`src/iso_dec_pkg.sv`:
```
// iso 6937 decoder package: payload types, register codes and lookup functions
// no dependencies
`timescale 1ns / 1ps
package iso_dec_pkg;

    typedef struct packed {
        logic [7:0] byte_value;
        logic       field_end;
    } in_item_t;

    typedef struct packed {
        logic        has_char;
        logic [15:0] code_point;
        logic        field_end_res;
    } out_item_t;

    typedef enum logic [1:0] {
        TABLE_ISO    = 2'd0,
        TABLE_PASS   = 2'd1,
        TABLE_NONE_A = 2'd2,
        TABLE_NONE_B = 2'd3
    } code_table_t;

    localparam logic [0:0] REG_CODE_TABLE = 1'b0;
    localparam logic [0:0] REG_WIDE_MODE  = 1'b1;
    localparam logic [7:0] BYTE_NEWLINE   = 8'h8A;
    localparam logic [15:0] CP_NEWLINE    = 16'd10;

    function automatic logic is_diacritic(input logic [7:0] b);
        return b >= 8'hC1 && b <= 8'hCF && b != 8'hC9 && b != 8'hCC;
    endfunction

    function automatic logic [15:0] upper_map(input logic [6:0] i);
        logic [15:0] r;
        case (i)
            7'd1: r = 16'hA1;   7'd2: r = 16'hA2;   7'd3: r = 16'hA3;   7'd4: r = 16'h24;
            7'd5: r = 16'hA5;   7'd6: r = 16'h23;   7'd7: r = 16'hA7;   7'd8: r = 16'hA4;
            7'd9: r = 16'h2018; 7'd10: r = 16'h201C; 7'd11: r = 16'hAB; 7'd12: r = 16'h2190;
            7'd13: r = 16'h2191; 7'd14: r = 16'h2192; 7'd15: r = 16'h2193; 7'd16: r = 16'hB0;
            7'd17: r = 16'hB1;  7'd18: r = 16'hB2;  7'd19: r = 16'hB3;  7'd20: r = 16'hD7;
            7'd21: r = 16'hB5;  7'd22: r = 16'hB6;  7'd23: r = 16'hB7;  7'd24: r = 16'hF7;
            7'd25: r = 16'h2019; 7'd26: r = 16'h201D; 7'd27: r = 16'hBB; 7'd28: r = 16'hBC;
            7'd29: r = 16'hBD;  7'd31: r = 16'hBF;  7'd32: r = 16'h3F;  7'd41: r = 16'h3F;
            7'd48: r = 16'h2015; 7'd49: r = 16'hB9; 7'd50: r = 16'hAE;  7'd51: r = 16'hA9;
            7'd52: r = 16'h2122; 7'd53: r = 16'h266A; 7'd58: r = 16'h3F; 7'd59: r = 16'h3F;
            7'd60: r = 16'h215B; 7'd61: r = 16'h215C; 7'd62: r = 16'h215D; 7'd63: r = 16'h215E;
            7'd64: r = 16'h2126; 7'd65: r = 16'hC6; 7'd66: r = 16'hD0;  7'd68: r = 16'h126;
            7'd69: r = 16'h3F;  7'd70: r = 16'h132; 7'd71: r = 16'h13F; 7'd72: r = 16'h141;
            7'd73: r = 16'hD8;  7'd74: r = 16'h152; 7'd75: r = 16'hBA;  7'd76: r = 16'hDE;
            7'd77: r = 16'h166; 7'd78: r = 16'h14A; 7'd79: r = 16'h149; 7'd80: r = 16'h138;
            7'd81: r = 16'hE6;  7'd82: r = 16'h111; 7'd83: r = 16'hF0;  7'd84: r = 16'h127;
            7'd85: r = 16'h131; 7'd86: r = 16'h133; 7'd87: r = 16'h140; 7'd88: r = 16'h142;
            7'd89: r = 16'hF8;  7'd90: r = 16'h153; 7'd91: r = 16'hDF;  7'd92: r = 16'hFE;
            7'd93: r = 16'h167;
            default: r = 16'h0;
        endcase
        return r;
    endfunction

    function automatic logic [15:0] single_map(input logic [7:0] b);
        logic [15:0] r;
        if (b >= 8'hA0)
            r = upper_map(7'(b - 8'hA0));
        else if (b == 8'h24)
            r = 16'hA4;
        else if (b == 8'h7F)
            r = 16'h0;
        else
            r = {8'h00, b};
        return r;
    endfunction

    function automatic logic [15:0] find_combo(input logic [3:0] m, input logic [7:0] c);
        logic [15:0] r;
        r = 16'h0;
        case ({m, c})
            {4'd1, "A"}: r = 16'hC0;  {4'd1, "E"}: r = 16'hC8;  {4'd1, "I"}: r = 16'hCC;
            {4'd1, "O"}: r = 16'hD2;  {4'd1, "U"}: r = 16'hD9;  {4'd1, "a"}: r = 16'hE0;
            {4'd1, "e"}: r = 16'hE8;  {4'd1, "i"}: r = 16'hEC;  {4'd1, "o"}: r = 16'hF2;
            {4'd1, "u"}: r = 16'hF9;
            {4'd2, "A"}: r = 16'hC1;  {4'd2, "C"}: r = 16'h106; {4'd2, "E"}: r = 16'hC9;
            {4'd2, "I"}: r = 16'hCD;  {4'd2, "L"}: r = 16'h139; {4'd2, "N"}: r = 16'h143;
            {4'd2, "O"}: r = 16'hD3;  {4'd2, "R"}: r = 16'h154; {4'd2, "S"}: r = 16'h15A;
            {4'd2, "U"}: r = 16'hDA;  {4'd2, "Y"}: r = 16'hDD;  {4'd2, "Z"}: r = 16'h179;
            {4'd2, "a"}: r = 16'hE1;  {4'd2, "c"}: r = 16'h107; {4'd2, "e"}: r = 16'hE9;
            {4'd2, "g"}: r = 16'h123; {4'd2, "i"}: r = 16'hED;  {4'd2, "l"}: r = 16'h13A;
            {4'd2, "n"}: r = 16'h144; {4'd2, "o"}: r = 16'hF3;  {4'd2, "r"}: r = 16'h155;
            {4'd2, "s"}: r = 16'h15B; {4'd2, "u"}: r = 16'hFA;  {4'd2, "y"}: r = 16'hFD;
            {4'd2, "z"}: r = 16'h17A;
            {4'd3, "A"}: r = 16'hC2;  {4'd3, "C"}: r = 16'h108; {4'd3, "E"}: r = 16'hCA;
            {4'd3, "G"}: r = 16'h11C; {4'd3, "H"}: r = 16'h124; {4'd3, "I"}: r = 16'hCE;
            {4'd3, "J"}: r = 16'h134; {4'd3, "O"}: r = 16'hD4;  {4'd3, "S"}: r = 16'h15C;
            {4'd3, "U"}: r = 16'hDB;  {4'd3, "W"}: r = 16'h174; {4'd3, "Y"}: r = 16'h176;
            {4'd3, "a"}: r = 16'hE2;  {4'd3, "c"}: r = 16'h109; {4'd3, "e"}: r = 16'hEA;
            {4'd3, "g"}: r = 16'h11D; {4'd3, "h"}: r = 16'h125; {4'd3, "j"}: r = 16'h135;
            {4'd3, "o"}: r = 16'hF4;  {4'd3, "s"}: r = 16'h15D; {4'd3, "u"}: r = 16'hFB;
            {4'd3, "w"}: r = 16'h175; {4'd3, "y"}: r = 16'h177; {4'd3, "i"}: r = 16'hEE;
            {4'd4, "A"}: r = 16'hC3;  {4'd4, "I"}: r = 16'h128; {4'd4, "N"}: r = 16'hD1;
            {4'd4, "O"}: r = 16'hD5;  {4'd4, "U"}: r = 16'h168; {4'd4, "a"}: r = 16'hE3;
            {4'd4, "i"}: r = 16'h129; {4'd4, "n"}: r = 16'hF1;  {4'd4, "o"}: r = 16'hF5;
            {4'd4, "u"}: r = 16'h169;
            {4'd5, "A"}: r = 16'h100; {4'd5, "E"}: r = 16'h112; {4'd5, "I"}: r = 16'h12A;
            {4'd5, "O"}: r = 16'h14C; {4'd5, "U"}: r = 16'h16A; {4'd5, "a"}: r = 16'h101;
            {4'd5, "e"}: r = 16'h113; {4'd5, "i"}: r = 16'h12B; {4'd5, "o"}: r = 16'h14D;
            {4'd5, "u"}: r = 16'h16B;
            {4'd6, "A"}: r = 16'h102; {4'd6, "G"}: r = 16'h11E; {4'd6, "U"}: r = 16'h16C;
            {4'd6, "a"}: r = 16'h103; {4'd6, "g"}: r = 16'h11F; {4'd6, "u"}: r = 16'h16D;
            {4'd7, "C"}: r = 16'h10A; {4'd7, "E"}: r = 16'h116; {4'd7, "G"}: r = 16'h120;
            {4'd7, "I"}: r = 16'h130; {4'd7, "Z"}: r = 16'h17B; {4'd7, "c"}: r = 16'h10B;
            {4'd7, "e"}: r = 16'h117; {4'd7, "g"}: r = 16'h121; {4'd7, "i"}: r = 16'h131;
            {4'd7, "z"}: r = 16'h17C;
            {4'd8, "A"}: r = 16'hC4;  {4'd8, "E"}: r = 16'hCB;  {4'd8, "I"}: r = 16'hCF;
            {4'd8, "O"}: r = 16'hD6;  {4'd8, "U"}: r = 16'hDC;  {4'd8, "Y"}: r = 16'h178;
            {4'd8, "a"}: r = 16'hE4;  {4'd8, "e"}: r = 16'hEB;  {4'd8, "i"}: r = 16'hEF;
            {4'd8, "o"}: r = 16'hF6;  {4'd8, "u"}: r = 16'hFC;  {4'd8, "y"}: r = 16'hFF;
            {4'd10, "A"}: r = 16'hC5; {4'd10, "U"}: r = 16'h16E; {4'd10, "a"}: r = 16'hE5;
            {4'd10, "u"}: r = 16'h16F;
            {4'd11, "C"}: r = 16'hC7; {4'd11, "G"}: r = 16'h122; {4'd11, "K"}: r = 16'h136;
            {4'd11, "L"}: r = 16'h13B; {4'd11, "N"}: r = 16'h145; {4'd11, "R"}: r = 16'h156;
            {4'd11, "S"}: r = 16'h15E; {4'd11, "T"}: r = 16'h162; {4'd11, "c"}: r = 16'hE7;
            {4'd11, "k"}: r = 16'h137; {4'd11, "l"}: r = 16'h13C; {4'd11, "n"}: r = 16'h146;
            {4'd11, "r"}: r = 16'h157; {4'd11, "s"}: r = 16'h15F; {4'd11, "t"}: r = 16'h163;
            {4'd13, "O"}: r = 16'h150; {4'd13, "U"}: r = 16'h170; {4'd13, "o"}: r = 16'h151;
            {4'd13, "u"}: r = 16'h171;
            {4'd14, "A"}: r = 16'h104; {4'd14, "E"}: r = 16'h118; {4'd14, "I"}: r = 16'h12E;
            {4'd14, "U"}: r = 16'h172; {4'd14, "a"}: r = 16'h105; {4'd14, "e"}: r = 16'h119;
            {4'd14, "i"}: r = 16'h12F; {4'd14, "u"}: r = 16'h173;
            {4'd15, "C"}: r = 16'h10C; {4'd15, "D"}: r = 16'h10E; {4'd15, "E"}: r = 16'h11A;
            {4'd15, "L"}: r = 16'h13D; {4'd15, "N"}: r = 16'h147; {4'd15, "R"}: r = 16'h158;
            {4'd15, "S"}: r = 16'h160; {4'd15, "T"}: r = 16'h164; {4'd15, "Z"}: r = 16'h17D;
            {4'd15, "c"}: r = 16'h10D; {4'd15, "d"}: r = 16'h10F; {4'd15, "e"}: r = 16'h11B;
            {4'd15, "l"}: r = 16'h13E; {4'd15, "n"}: r = 16'h148; {4'd15, "r"}: r = 16'h159;
            {4'd15, "s"}: r = 16'h161; {4'd15, "t"}: r = 16'h165; {4'd15, "z"}: r = 16'h17E;
            default: r = 16'h0;
        endcase
        return r;
    endfunction

endpackage

```
`src/iso_dec_if.sv`:
```
// valid/ready channel interfaces for input and result items
// depends on iso_dec_pkg
`timescale 1ns / 1ps
interface iso_dec_in_if;
    logic                 valid;
    logic                 ready;
    iso_dec_pkg::in_item_t data;
    modport source (output valid, output data, input ready);
    modport sink (input valid, input data, output ready);
endinterface

interface iso_dec_out_if;
    logic                  valid;
    logic                  ready;
    iso_dec_pkg::out_item_t data;
    modport source (output valid, output data, input ready);
    modport sink (input valid, input data, output ready);
endinterface

```
`src/iso_dec_cfg.sv`:
```
// apb configuration registers: code table and wide mode
// depends on iso_dec_pkg
`timescale 1ns / 1ps
module iso_dec_cfg
(
    input  logic                     clk,
    input  logic                     rst_n,
    input  logic                     psel,
    input  logic                     penable,
    input  logic                     pwrite,
    input  logic [2:0]               paddr,
    input  logic [31:0]              pwdata,
    output logic [31:0]              prdata,
    output logic                     pready,
    output iso_dec_pkg::code_table_t code_table,
    output logic                     wide_char_mode
);
    import iso_dec_pkg::*;

    code_table_t table_reg, table_next;
    logic        wide_reg, wide_next;
    logic        wr;

    assign pready = 1'b1;
    assign wr = psel && penable && pwrite;

    always_comb
    begin
        table_next = table_reg;
        wide_next  = wide_reg;
        if (wr && paddr[1:0] == 2'b00)
        begin
            if (paddr[2] == REG_CODE_TABLE)
                table_next = code_table_t'(pwdata[1:0]);
            else
                wide_next = pwdata[0];
        end
    end

    always_ff @(posedge clk or negedge rst_n)
    begin
        if (!rst_n)
        begin
            table_reg <= TABLE_ISO;
            wide_reg  <= 1'b0;
        end
        else
        begin
            table_reg <= table_next;
            wide_reg  <= wide_next;
        end
    end

    always_comb
    begin
        prdata = 32'h0;
        if (paddr[2] == REG_WIDE_MODE)
            prdata[0] = wide_reg;
        else
            prdata[1:0] = table_reg;
    end

    assign code_table     = table_reg;
    assign wide_char_mode = wide_reg;
endmodule

```
`src/iso_dec_core.sv`:
```
// decode stage: pending state, lookup and result register
// depends on iso_dec_pkg and iso_dec_if
`timescale 1ns / 1ps
module iso_dec_core
(
    input  logic                     clk,
    input  logic                     rst_n,
    input  iso_dec_pkg::code_table_t code_table,
    input  logic                     wide_char_mode,
    iso_dec_in_if.sink               in_ch,
    iso_dec_out_if.source            out_ch,
    output logic                     mark_pending
);
    import iso_dec_pkg::*;

    logic        out_valid_reg;
    out_item_t   out_reg, out_next;
    logic [3:0]  mark_reg, mark_next;
    logic        skip_reg, skip_next;
    logic        take;
    logic [7:0]  b;
    logic        is_char;
    logic [15:0] cp, combo;

    assign in_ch.ready = !out_valid_reg || out_ch.ready;
    assign take = in_ch.valid && in_ch.ready;
    assign b = in_ch.data.byte_value;
    assign is_char = (b >= 8'h20 && b <= 8'h7F) || b >= 8'hA1;
    assign combo = (mark_reg != 4'd0) ? find_combo(mark_reg, b) : 16'h0;

    always_comb
    begin
        cp        = 16'h0;
        mark_next = 4'd0;
        skip_next = 1'b0;
        if (skip_reg)
            skip_next = 1'b0;
        else if (!is_char)
        begin
            if (b == BYTE_NEWLINE)
                cp = CP_NEWLINE;
        end
        else if (wide_char_mode)
            skip_next = 1'b1;
        else
        begin
            case (code_table)
                TABLE_ISO:
                begin
                    cp = combo;
                    if (combo == 16'h0)
                    begin
                        if (is_diacritic(b))
                            mark_next = b[3:0];
                        else
                            cp = single_map(b);
                    end
                end
                TABLE_PASS: cp = {8'h00, b};
                default: cp = 16'h0;
            endcase
        end
        if (in_ch.data.field_end)
        begin
            mark_next = 4'd0;
            skip_next = 1'b0;
        end
        out_next.has_char      = cp != 16'h0;
        out_next.code_point    = cp;
        out_next.field_end_res = in_ch.data.field_end;
    end

    always_ff @(posedge clk or negedge rst_n)
    begin
        if (!rst_n)
        begin
            out_valid_reg <= 1'b0;
            mark_reg      <= 4'd0;
            skip_reg      <= 1'b0;
        end
        else
        begin
            if (in_ch.ready)
                out_valid_reg <= in_ch.valid;
            if (take)
            begin
                mark_reg <= mark_next;
                skip_reg <= skip_next;
            end
        end
    end

    always_ff @(posedge clk)
    begin
        if (take)
            out_reg <= out_next;
    end

    assign out_ch.valid  = out_valid_reg;
    assign out_ch.data   = out_reg;
    assign mark_pending  = mark_reg != 4'd0;
endmodule

```
`src/iso6937_subtitle_text_decoder_unit.sv`:
```
// top level of the iso 6937 subtitle text decoder
// depends on iso_dec_pkg, iso_dec_if, iso_dec_cfg, iso_dec_core
//
// channel   dir   handshake      payload
// in_ch     in    valid/ready    byte_value, field_end
// out_ch    out   valid/ready    has_char, code_point, field_end_res
// apb       in    psel/penable   code_table @0x0, wide_char_mode @0x4
//
// one item per cycle while the result is not stalled; each item gives one result in the cycle after acceptance
// latency is set by the single result register after the table lookup
// reset clears pending diacritic, wide skip, registers and result valid
// a stalled result holds; a new item enters in the same cycle the result leaves
`timescale 1ns / 1ps
module iso6937_subtitle_text_decoder_unit
(
    input  logic        clk,
    input  logic        rst_n,
    iso_dec_in_if.sink  in_ch,
    iso_dec_out_if.source out_ch,
    input  logic        psel,
    input  logic        penable,
    input  logic        pwrite,
    input  logic [2:0]  paddr,
    input  logic [31:0] pwdata,
    output logic [31:0] prdata,
    output logic        pready
);
    import iso_dec_pkg::*;

    code_table_t code_table;
    logic        wide_char_mode;
    logic        mark_pending;

    iso_dec_cfg u_cfg
    (
        .clk            (clk),
        .rst_n          (rst_n),
        .psel           (psel),
        .penable        (penable),
        .pwrite         (pwrite),
        .paddr          (paddr),
        .pwdata         (pwdata),
        .prdata         (prdata),
        .pready         (pready),
        .code_table     (code_table),
        .wide_char_mode (wide_char_mode)
    );

    iso_dec_core u_core
    (
        .clk            (clk),
        .rst_n          (rst_n),
        .code_table     (code_table),
        .wide_char_mode (wide_char_mode),
        .in_ch          (in_ch),
        .out_ch         (out_ch),
        .mark_pending   (mark_pending)
    );

    a_fe_clears: assert property (@(posedge clk) disable iff (!rst_n)
        in_ch.valid && in_ch.ready && in_ch.data.field_end |=> !mark_pending)
        else $error("diacritic survives field end");

    a_cp_flag: assert property (@(posedge clk) disable iff (!rst_n)
        out_ch.valid |-> (out_ch.data.has_char == (out_ch.data.code_point != 16'h0)))
        else $error("has_char disagrees with code point");

    a_wide_nomark: assert property (@(posedge clk) disable iff (!rst_n)
        in_ch.valid && in_ch.ready && wide_char_mode |=> !mark_pending)
        else $error("diacritic held in wide mode");

    a_newline: assert property (@(posedge clk) disable iff (!rst_n)
        out_ch.valid && out_ch.data.code_point == CP_NEWLINE |-> out_ch.data.has_char)
        else $error("newline without char flag");
endmodule

```
`src/flat_wrapper.sv`:
```
// flat-port wrapper written by rule: the top's interface ports become plain ports
module iso6937_subtitle_text_decoder_unit_flat import iso_dec_pkg::*;
  (clk, rst_n, psel, penable, pwrite, paddr, pwdata, prdata, pready, in_ch_valid, in_ch_data, in_ch_ready, out_ch_valid, out_ch_data, out_ch_ready);
  iso_dec_in_if in_ch_i ();
  iso_dec_out_if out_ch_i ();
  input  logic clk;
  input  logic rst_n;
  input  logic psel;
  input  logic penable;
  input  logic pwrite;
  input  logic [2:0] paddr;
  input  logic [31:0] pwdata;
  output logic [31:0] prdata;
  output logic pready;
  input wire logic [$bits(in_ch_i.valid)-1:0] in_ch_valid;
  input wire logic [$bits(in_ch_i.data)-1:0] in_ch_data;
  output wire logic [$bits(in_ch_i.ready)-1:0] in_ch_ready;
  output wire logic [$bits(out_ch_i.valid)-1:0] out_ch_valid;
  output wire logic [$bits(out_ch_i.data)-1:0] out_ch_data;
  input wire logic [$bits(out_ch_i.ready)-1:0] out_ch_ready;
  assign in_ch_i.valid = in_ch_valid;
  assign in_ch_i.data = in_ch_data;
  assign in_ch_ready = in_ch_i.ready;
  assign out_ch_valid = out_ch_i.valid;
  assign out_ch_data = out_ch_i.data;
  assign out_ch_i.ready = out_ch_ready;
  iso6937_subtitle_text_decoder_unit u_core (.clk(clk), .rst_n(rst_n), .in_ch(in_ch_i), .out_ch(out_ch_i), .psel(psel), .penable(penable), .pwrite(pwrite), .paddr(paddr), .pwdata(pwdata), .prdata(prdata), .pready(pready));
endmodule
```
`config.mk`:
```
export PLATFORM = sky130hd
export DESIGN_NAME = iso6937_subtitle_text_decoder_unit_flat
export DESIGN_NICKNAME = d
export VERILOG_FILES = /design/src/iso_dec_pkg.sv /design/src/iso_dec_if.sv /design/src/iso_dec_cfg.sv /design/src/iso_dec_core.sv /design/src/iso6937_subtitle_text_decoder_unit.sv /design/src/flat_wrapper.sv
export SDC_FILE = /design/constraint.sdc
export NUM_CORES = 1
export LEC_CHECK = 0
export ABC_AREA = 1
export BUFFER_PORTS_ARGS = -buffer_cell sky130_fd_sc_hd__buf_2
export CAP_MARGIN = 20
export CORE_ASPECT_RATIO = 0.9
export CORE_UTILIZATION = 31
export DETAILED_ROUTE_END_ITERATION = 10
export HOLD_SLACK_MARGIN = 0.03
export MAX_ROUTING_LAYER = met4
export PLACE_DENSITY = 0.46
export SETUP_SLACK_MARGIN = 0.02
export SYNTH_ARGS = -nofsm -noshare
export SYNTH_HDL_FRONTEND = slang
export SYNTH_SLANG_ARGS = --single-unit
```
`constraint.sdc`:
```
create_clock -name clk -period 3.2 [get_ports clk]
set_input_delay 0.64 -clock clk [delete_from_list [all_inputs] [get_ports clk]]
set_output_delay 0.64 -clock clk [all_outputs]
set_load 0.05 [all_outputs]
```
==> summary.txt, run 1 <==
Pwr
  – Share of total power in the clock network: 24.5%
  – Leak: 5.25 nW
  – Switch Pwr: 623 uW
  – Pwr Density: 157 mW/mm2
  – Peak supply drop: 0.206 mV
  – Int Pwr: 801 uW
  – Comb pwr share: 51.1%
  – Seq pwr share: 24.3%
  – Switch share: 43.7%

STA
  – Final Skew: 0.00375 ns
  – Achievable Freq: 314 MHz
  – Fin crit share: 99.4%
  – Slew headroom: 45.4%
  – Min Hold Slack: 0.235 ns
  – RSZ-0062 raised after global routing: no
  – Post-layout minimum cycle time: 3.18 ns
  – Setup Total Neg Slack: 0 ns
  – Final hold violations: 0
  – Slew @ Worst Pin: 0.815 ns
  – Final setup fails: 0
  – Final Max Tran Viols: 0

Global routing
  – Initial antenna violation count: 2
  – Total GRT Usage: 37.7%
  – First-pass GRT wire length: 52600 um
  – GRT overflow: 0
  – Largest net degree at the start of global routing: 21
  – Vias in the first global route: 8322

Logic synthesis
  – Post-synthesis mux area share: 0%
  – Largest cells by area after synthesis: nand2_1 22%, nor2_1 13%, nand3_1 12%
  – Compound-Gate Fraction of Synth Area: 12.8%
  – Xor/xnor cell area share of the yosys netlist: 0.150%
  – Post-synthesis simple-gate area fraction: 59.7%
  – Synth unique cells: 43
  – Cells after Synth: 1134
  – Share of the synthesized area in the top cell type: 22.0%
  – Synth area leader: nand2_1
  – Largest family of logic cells by synthesized area: simple AND/OR/NAND/NOR gates
  – Post-Syn Area: 0.00586 mm2
  – Adder-Cell Fraction of Synth Area: 1.92%
  – YS warnings: 0
  – Synth Register Bits: 22
  – Seq/Total Area, Yosys: 10.5%
  – Avg Inst Size Synth: 5.17 um2

Clocking
  – Clk_lat worst skew: 0.26 ns
  – CTS tree: done
  – H-tree depth: 1
  – CTS Buffer Depth: 2
  – CTS root buffer: clkbuf_16
  – Num CTS Buffers: 3
  – Clock sink count: 22
  – CTS clock-pin slew for the worst setup and hold paths: 0.06 ns

Layout
  – Largest register FFs: 13
  – Fraction of layout cells with a size suffix above 1: 33.8%
  – Fin nets: 1537
  – Synth-to-Final Area Change: 54.8%

Route
  – Initial DRT Pass Iterations: 8
  – Number of remaining DRC errors: 0
  – DR iter-0 viols: 1352
  – DR WL/cell: 21.4 um
  – DRT antenna net count: 0
  – DR vias: 9372
  – Routed WL: 36900 um
  – Via-to-Cell Ratio: 5.44

Floorplan
  – Vert. Die Dim: 132 um
  – DIE AREA: 0.0195 mm2
  – Die width: 147 um
  – Core Footprint: 0.0185 mm2
  – Num ports: 104
  – Row count: 47
  – Initial core utilization: 31.7%

Worst setup path
  – Startpoint Class: flop
  – Critical path class: reg -> reg
  – R2R cell count: 16
  – Critical path endpoint category: flop
  – R2R Path End: u_core.u_core.out_ch.data[17]$_DFFE_PP_
  – R2r setup slk: 0.02 ns
  – FF-to-FF Start: u_core.u_core.mark_reg[3]$_DFFE_PN0P_
  – Crit path DAT: 3.30 ns
  – Worst-path maximum fanout: 6
  – Critical Path RT: 3.32 ns

Status
  – Status: finished, final reports clean

Hold path
  – Worst hold path type: in -> async

Placed design
  – Gpl congestion: 1.10
  – Post-detail-place hpwl: 30900 um
  – IO Port Bufs: 38

Run
  – Max-cap violations: 0
-- layout make-up --
type / instances / area, um2
clock buffers: 3 / 75.1
inverters: 98 / 375
clock inverters: 1 / 30.0
fillers: 2088 / 9400
diodes: 1 / 2.50
repair buffers: 379 / 2850
well taps: 245 / 307
multi-input cells: 973 / 4820
flip-flops and latches: 22 / 616
-- metal layers --
layer  GRT usage (%)  share of wire [%]  vias to the layer above
met2            50.3                 39                      659
met1            55.5                 43                     4247
met3            9.31                 15                       90
met4            8.82                3.3                        0
met5               -                  0                        -
li1                -                  -                     4376
-- timing repair --
action                                  4_1_cts  5_1_grt
cloned                                        0        1
endpoints found under the hold margin         0        0
setup buffers                                 0        3
pin swaps                                     3       29
gates resized for setup                      19       88
hold buffers                                  0        0
endpoints found under the setup margin        9       11
-- cell usage in the layout (no fill, tap or decap), types with 3 or more instances in the layout --
| cell type | netlist | layout |
|---|---|---|
| inv_1 | 90 | 86 |
| buf_2 | 11 | 36 |
| nor2_4 | 7 | 14 |
| conb_1 | 2 | 35 |
| nand3b_1 | 4 | 4 |
| ha_1 | 9 | 5 |
| nand3_1 | 142 | 129 |
| dfrtp_1 | 9 | 9 |
| o21ai_1 | 5 | 11 |
| clkbuf_16 | 0 | 3 |
| a21oi_2 | 1 | 4 |
| o211ai_1 | 7 | 7 |
| ha_4 | 0 | 3 |
| o32ai_1 | 5 | 5 |
| buf_12 | 0 | 5 |
| nor4_1 | 3 | 3 |
| a31oi_1 | 6 | 6 |
| nor2_2 | 12 | 29 |
| o21ai_0 | 67 | 58 |
| nand2_2 | 6 | 22 |
| buf_4 | 42 | 330 |
| and3_1 | 3 | 3 |
| inv_2 | 6 | 9 |
| nor2_1 | 196 | 172 |
| nand2_1 | 344 | 326 |
| a21oi_1 | 33 | 29 |
| buf_6 | 6 | 6 |
| inv_4 | 2 | 3 |
| nand4_1 | 43 | 43 |
| nand3_2 | 6 | 18 |
| nor3_1 | 22 | 21 |
| edfxtp_1 | 13 | 13 |
| nand2_4 | 3 | 5 |
-- synth_stat cells, drive strengths merged --
library cell	instances
ha	9
a22oi	2
nor4	3
dfrtp	9
xor2	1
nor2	215
buf	61
o311ai	2
a21boi	1
nand3	149
o21a	1
and2	2
inv	98
o22ai	1
nor3	22
nand2	353
o21ai	73
o31ai	1
o211ai	7
clkbuf	13
nand3b	4
edfxtp	13
o32ai	5
a31oi	6
conb	2
o221ai	1
nand4	43
a21oi	34
and3	3
-- critical path, stage by stage, from the launching register on --
cell     delay [ns]
dfrtp_1        0.38
inv_1          0.07
buf_4          0.12
nand2_1        0.11
nor2_1         0.65
inv_1          0.30
o21ai_0        0.39
inv_1          0.11
nand4_1        0.10
nor2_1         0.08
nand3_1        0.20
nor2_1         0.08
nand2_1        0.07
nand3_1        0.09
a21oi_2        0.17
nor2_1         0.06
nand3_1        0.07
-- per-stage QoR --
step	worst slack [ns]	cells	power [mW]	area, um2	utilization [%]
after CTS	0.0214	1717	1.39	8740	47.3
after floorplan	0.0680	1167	0.826	5980	-
after global routing	0.00297	1722	1.49	9070	49.1
final	0.0202	1722	1.42	9070	49.1
after global placement	-0.443	1712	1.04	8570	46.4
after detailed placement	-0.406	1713	1.04	8580	46.5
-- kinds of logic (layout without fill, tap and decap cells) --
family,after synthesis,count (layout)
AO/OA/AOI/OAI,134,134
XOR/XNOR,1,1
adder cells (fa/ha/maj),9,9
buffers and inverters,172,481
flip-flops,22,22
other,2,36
AND/OR/NAND/NOR,794,794
-- how the worst max path moves through the flow --
stage                                                     start                                      end  slack, ns
after floorplan                                   in_ch_data[2]  u_core.u_core.out_ch.data[17]$_DFFE_PP_       0.07
after global placement                            in_ch_data[1]  u_core.u_core.out_ch.data[17]$_DFFE_PP_      -0.44
after detailed placement                          in_ch_data[1]  u_core.u_core.out_ch.data[17]$_DFFE_PP_      -0.41
after CTS                                         in_ch_data[1]  u_core.u_core.out_ch.data[17]$_DFFE_PP_       0.02
after global routing                              in_ch_data[6]  u_core.u_core.out_ch.data[17]$_DFFE_PP_      0.003
final                     u_core.u_core.mark_reg[3]$_DFFE_PN0P_  u_core.u_core.out_ch.data[17]$_DFFE_PP_       0.02
-- power by group through the flow --
stage / sequential [mW] / combinational, mW / clock [mW]
floorplan: 0.402 / 0.425 / 0
global placement: 0.351 / 0.692 / 0
detailed placement: 0.352 / 0.689 / 0
CTS: 0.346 / 0.694 / 0.354
global route: 0.350 / 0.776 / 0.368
finish: 0.346 / 0.728 / 0.350
Power figures use the tool's default switching activity.
==> run 2, diff against run 1 <==
--- a/config.mk
+++ b/config.mk
@@ -5,7 +5,6 @@
 export SDC_FILE = /design/constraint.sdc
 export NUM_CORES = 1
 export LEC_CHECK = 0
-export ABC_AREA = 1
 export BUFFER_PORTS_ARGS = -buffer_cell sky130_fd_sc_hd__buf_2
 export CAP_MARGIN = 20
 export CORE_ASPECT_RATIO = 0.9
==> run 2 against run 1 <==
  * The run now ends with setup timing left
  * Critical path depth shrank 5
  * Worst hold slack lost 0.0095 ns
  * Sequential share of layout area shrank 0.33 points
  * Power grew 14%
  * Clock power shrank 27%
  * Routed wire length grew 1.5%
  * Largest power group unchanged
==> summary.txt, run 2 <==
Worst setup path
  – CP most frequent cell: buf_4 (was nor2_1)
  – Critical-path top delay cell: or4b_1 (was nor2_1)
  – Critical path endpoint category: flop (unchanged)
  – Crit path largest cell delay: 0.59 ns (was 0.65 ns)
  – Crit path DAT: 3.43 ns (was 3.30 ns)
  – Critical Path RT: 3.18 ns (was 3.32 ns)
  – Critical path class: in -> reg (was reg -> reg)
  – Startpoint Class: primary input (was flop)
  – Crit-path cells: buf_4 -> ha_4 -> and3_1 -> buf_4 -> a32oi_1 -> o22ai_1 -> or4b_1 -> nor4_4 -> mux2i_4 -> a221oi_2 -> nand4b_1 (was inv_1 -> buf_4 -> nand2_1 -> nor2_1 -> inv_1 -> o21ai_0 -> inv_1 -> nand4_1 -> nor2_1 -> nand3_1 -> nor2_1 -> nand2_1 -> nand3_1 -> a21oi_2 -> nor2_1 -> nand3_1)
  – Worst-path maximum fanout: 12 (was 6)

STA
  – Setup Total Neg Slack: -0.856 ns (was 0 ns)
  – RSZ-0062 raised after global routing: yes (was no)
  – Final Skew: 0.00105 ns (was 0.00375 ns)
  – Fin crit share: 108% (was 99.4%)
  – Final Max Tran Viols: 0 (unchanged)
  – Achievable Freq: 290 MHz (was 314 MHz)
  – Slew headroom: 49.6% (was 45.4%)
  – Worst Slack Setup Final: -0.247 ns (was 0.0202 ns)
  – Slew @ Worst Pin: 0.754 ns (was 0.815 ns)
  – Post-layout minimum cycle time: 3.45 ns (was 3.18 ns)
  – Final hold violations: 0 (unchanged)
  – Final setup fails: 8 (was 0)
  – Min Hold Slack: 0.225 ns (was 0.235 ns)

Logic synthesis
  – Seq/Total Area, Yosys: 10.5% (about the same)
  – Most frequent cells after synthesis: 60 x nand2_1, 60 x o21ai_0, 54 x nor2_1 (was 344 x nand2_1, 196 x nor2_1, 142 x nand3_1)
  – Avg Inst Size Synth: 7.01 um2 (was 5.17 um2)
  – Top FF cell, synth: edfxtp_1 (unchanged)
  – Share of the synthesized area in the top cell type: 6.67% (was 22.0%)
  – Synth area leader: edfxtp_1 (was nand2_1)
  – Async S/R FF share, synth: 40.9% (unchanged)
  – Synth Register Bits: 22 (unchanged)
  – Post-Syn Area: 0.00585 mm2 (was 0.00586 mm2)
  – Cells after Synth: 834 (was 1134)
  – Synth unique cells: 94 (was 43)
  – YS warnings: 0 (unchanged)
  – Largest cells by area after synthesis: edfxtp_1 6.7%, buf_4 5.9%, o21ai_0 5.1% (was nand2_1 22%, nor2_1 13%, nand3_1 12%)
  – EDFF count, synth: 13 (unchanged)

Global routing
  – Largest net degree at the start of global routing: 31 (was 21)
  – GRT overflow: 0 (unchanged)
  – Initial antenna violation count: 0 (was 2)
  – Total GRT Usage: 38.9% (was 37.7%)
  – Vias in the first global route: 8218 (was 8322)
  – First-pass GRT wire length: 54800 um (was 52600 um)

Pwr
  – Int Pwr: 895 uW (was 801 uW)
  – Switch Pwr: 727 uW (was 623 uW)
  – Peak supply drop: 0.133 mV (was 0.206 mV)
  – Switch share: 44.8% (was 43.7%)
  – Seq pwr share: 21.4% (was 24.3%)
  – Comb pwr share: 62.8% (was 51.1%)
  – Pwr Density: 170 mW/mm2 (was 157 mW/mm2)
  – Total power: 1.62 mW (was 1.42 mW)
  – Share of total power in the clock network: 15.7% (was 24.5%)
  – Leak: 4.14 nW (was 5.25 nW)

Route
  – DRT antenna net count: 0 (unchanged)
  – Routed WL: 37400 um (was 36900 um)
  – Number of remaining DRC errors: 0 (unchanged)
  – DR WL/cell: 26.4 um (was 21.4 um)
  – DR vias: 8747 (was 9372)
  – Initial DRT Pass Iterations: 5 (was 8)
  – DR iter-0 viols: 1131 (was 1352)
  – Via-to-Cell Ratio: 6.17 (was 5.44)

Layout
  – Most common cell after layout, fill and taps aside: buf_4 (unchanged)
  – Fin nets: 1233 (was 1537)
  – Largest register FFs: 13 (unchanged)
  – N_diodes: 0 (was 1)
  – Register Area: 617 um2 (was 616 um2)
  – Fraction of layout cells with a size suffix above 1: 46.2% (was 33.8%)
  – Synth-to-Final Area Change: 63.3% (was 54.8%)
  – Most frequent cells in the layout: 366 x buf_4, 58 x nand2_1, 51 x nor2_1 (was 330 x buf_4, 326 x nand2_1, 172 x nor2_1)
  – Fillcell total: 1843 (was 2088)
  – Area of the multi-input gates: 0.00511 mm2 (was 0.00482 mm2)

Placed design
  – IO Port Bufs: 38 (unchanged)
  – Gpl congestion: 1.08 (was 1.10)
  – Post-detail-place hpwl: 30400 um (was 30900 um)

Floorplan
  – DIE AREA: 0.0194 mm2 (was 0.0195 mm2)
  – Row count: 47 (unchanged)
  – Vert. Die Dim: 132 um (about the same)
  – Die width: 147 um (about the same)
  – Num ports: 104 (unchanged)
  – Core Footprint: 0.0184 mm2 (was 0.0185 mm2)
  – Initial core utilization: 31.8% (was 31.7%)

Run
  – Max-cap violations: 0 (unchanged)

Clocking
  – Clock sink count: 22 (unchanged)
  – Clk_lat worst skew: 0.25 ns (was 0.26 ns)
  – CTS tree: done (unchanged)
  – Num CTS Buffers: 3 (unchanged)
  – CTS clock-pin slew for the worst setup and hold paths: 0.05 ns (was 0.06 ns)
  – CTS Buffer Depth: 2 (unchanged)
  – H-tree depth: 1 (unchanged)
  – CTS root buffer: clkbuf_16 (unchanged)

Hold path
  – Worst hold path type: in -> async (unchanged)

Status
  – Failing checks: setup timing
  – Status: finished with violations (was finished, final reports clean)
run 2: cell types whose count changed in the layout (fill, tap and decap cells not counted), moves of 20 or more:
cell,before,now
nand2_1,326,58
nor2_1,172,51
nand3_1,129,42
inv_1,86,11
buf_4,330,366
nand4_1,43,16
nor2_2,29,2
o22ai_1,1,23
nand2_2,22,1
a211oi_1,0,20
nand2b_1,0,20
run 2: worst paths after layout:
kind | to | slack (ns) | startpoint | cells after the start
max | u_core.u_core.out_ch.data[17]$_DFFE_PP_ | -0.25 | in_ch_data[2] | 11
min reg2reg | u_core.u_core.out_ch.valid$_DFFE_PN0N_ | 0.54 | u_core.u_core.out_ch.valid$_DFFE_PN0N_ | 2
min in group clk | u_core.u_core.out_ch.valid$_DFFE_PN0N_ | 0.54 | u_core.u_core.out_ch.valid$_DFFE_PN0N_ | 2
max reg2reg | u_core.u_core.out_ch.data[17]$_DFFE_PP_ | -0.23 | u_core.u_core.mark_reg[0]$_DFFE_PN0P_ | 10
max in group asynchronous | u_core.u_core.mark_reg[0]$_DFFE_PN0P_ | 2.79 | rst_n | 1
min | u_core.u_core.out_ch.valid$_DFFE_PN0N_ | 0.23 | rst_n | 1
run 2: area by class of cell:
type / instances / area share (%)
tap: 245 / 3.21
clock buffer: 3 / 0.786
sequential: 22 / 6.46
inverter: 13 / 0.537
timing repair buffer: 428 / 35.4
clock inverter: 1 / 0.0393
multi-input combinational: 705 / 53.5
run 2: kinds of logic after synthesis:
group / count (synthesis) / share of synthesized area (%)
simple gates: 356 / 37.3
mux: 12 / 2.16
buf+inv: 140 / 13.7
other cells: 2 / 0.128
xor+xnor: 5 / 0.749
flops: 22 / 10.5
compound gates: 288 / 33.6
fa+ha+maj: 9 / 1.93
run 2: per-stage QoR:
step                std cells  util, %  setup WS [ns]  instance area, um2
CTS                      1412     50.3         -0.205                9260
detailed placement       1394     47.7         -0.923                8780
floorplan                 867        -        -0.0520                6040
finish                   1417     51.9         -0.247                9550
global route             1417     51.9         -0.363                9550
global placement         1394     47.7          -1.00                8780
run 2: timing repair:
action | CTS | global route
resized for setup | 66 | 52
buffers inserted | 14 | 5
cloned | 0 | 0
setup endpoints to repair | 9 | 10
hold buffers | 0 | 0
pin swaps | 24 | 17
run 2: power by group through the flow:
stage          Clock [mW]  Combinational, mW  Sequential (mW)
2_1_floorplan           0              0.511            0.404
3_3_place_gp            0              0.936            0.353
3_5_place_dp            0              0.931            0.354
4_1_cts             0.256              0.966            0.348
5_1_grt             0.274               1.07            0.350
6_report            0.255               1.02            0.348
run 2: layer usage:
layer | GRT usage (%) | up-vias | part of all wire (%)
li1 | - | 3857 | -
met1 | 51.8 | 4134 | 43
met2 | 57.3 | 621 | 42
met3 | 6.68 | 135 | 9.8
met4 | 16.6 | 0 | 5.2
met5 | - | - | 0
run 2: critical path, delay by kind of cell:
family | cells | cell delay, ns
fa+ha+maj | 1 | 0.18
simple gates | 4 | 1.38
buf+inv | 2 | 0.40
mux | 1 | 0.12
compound gates | 3 | 0.72
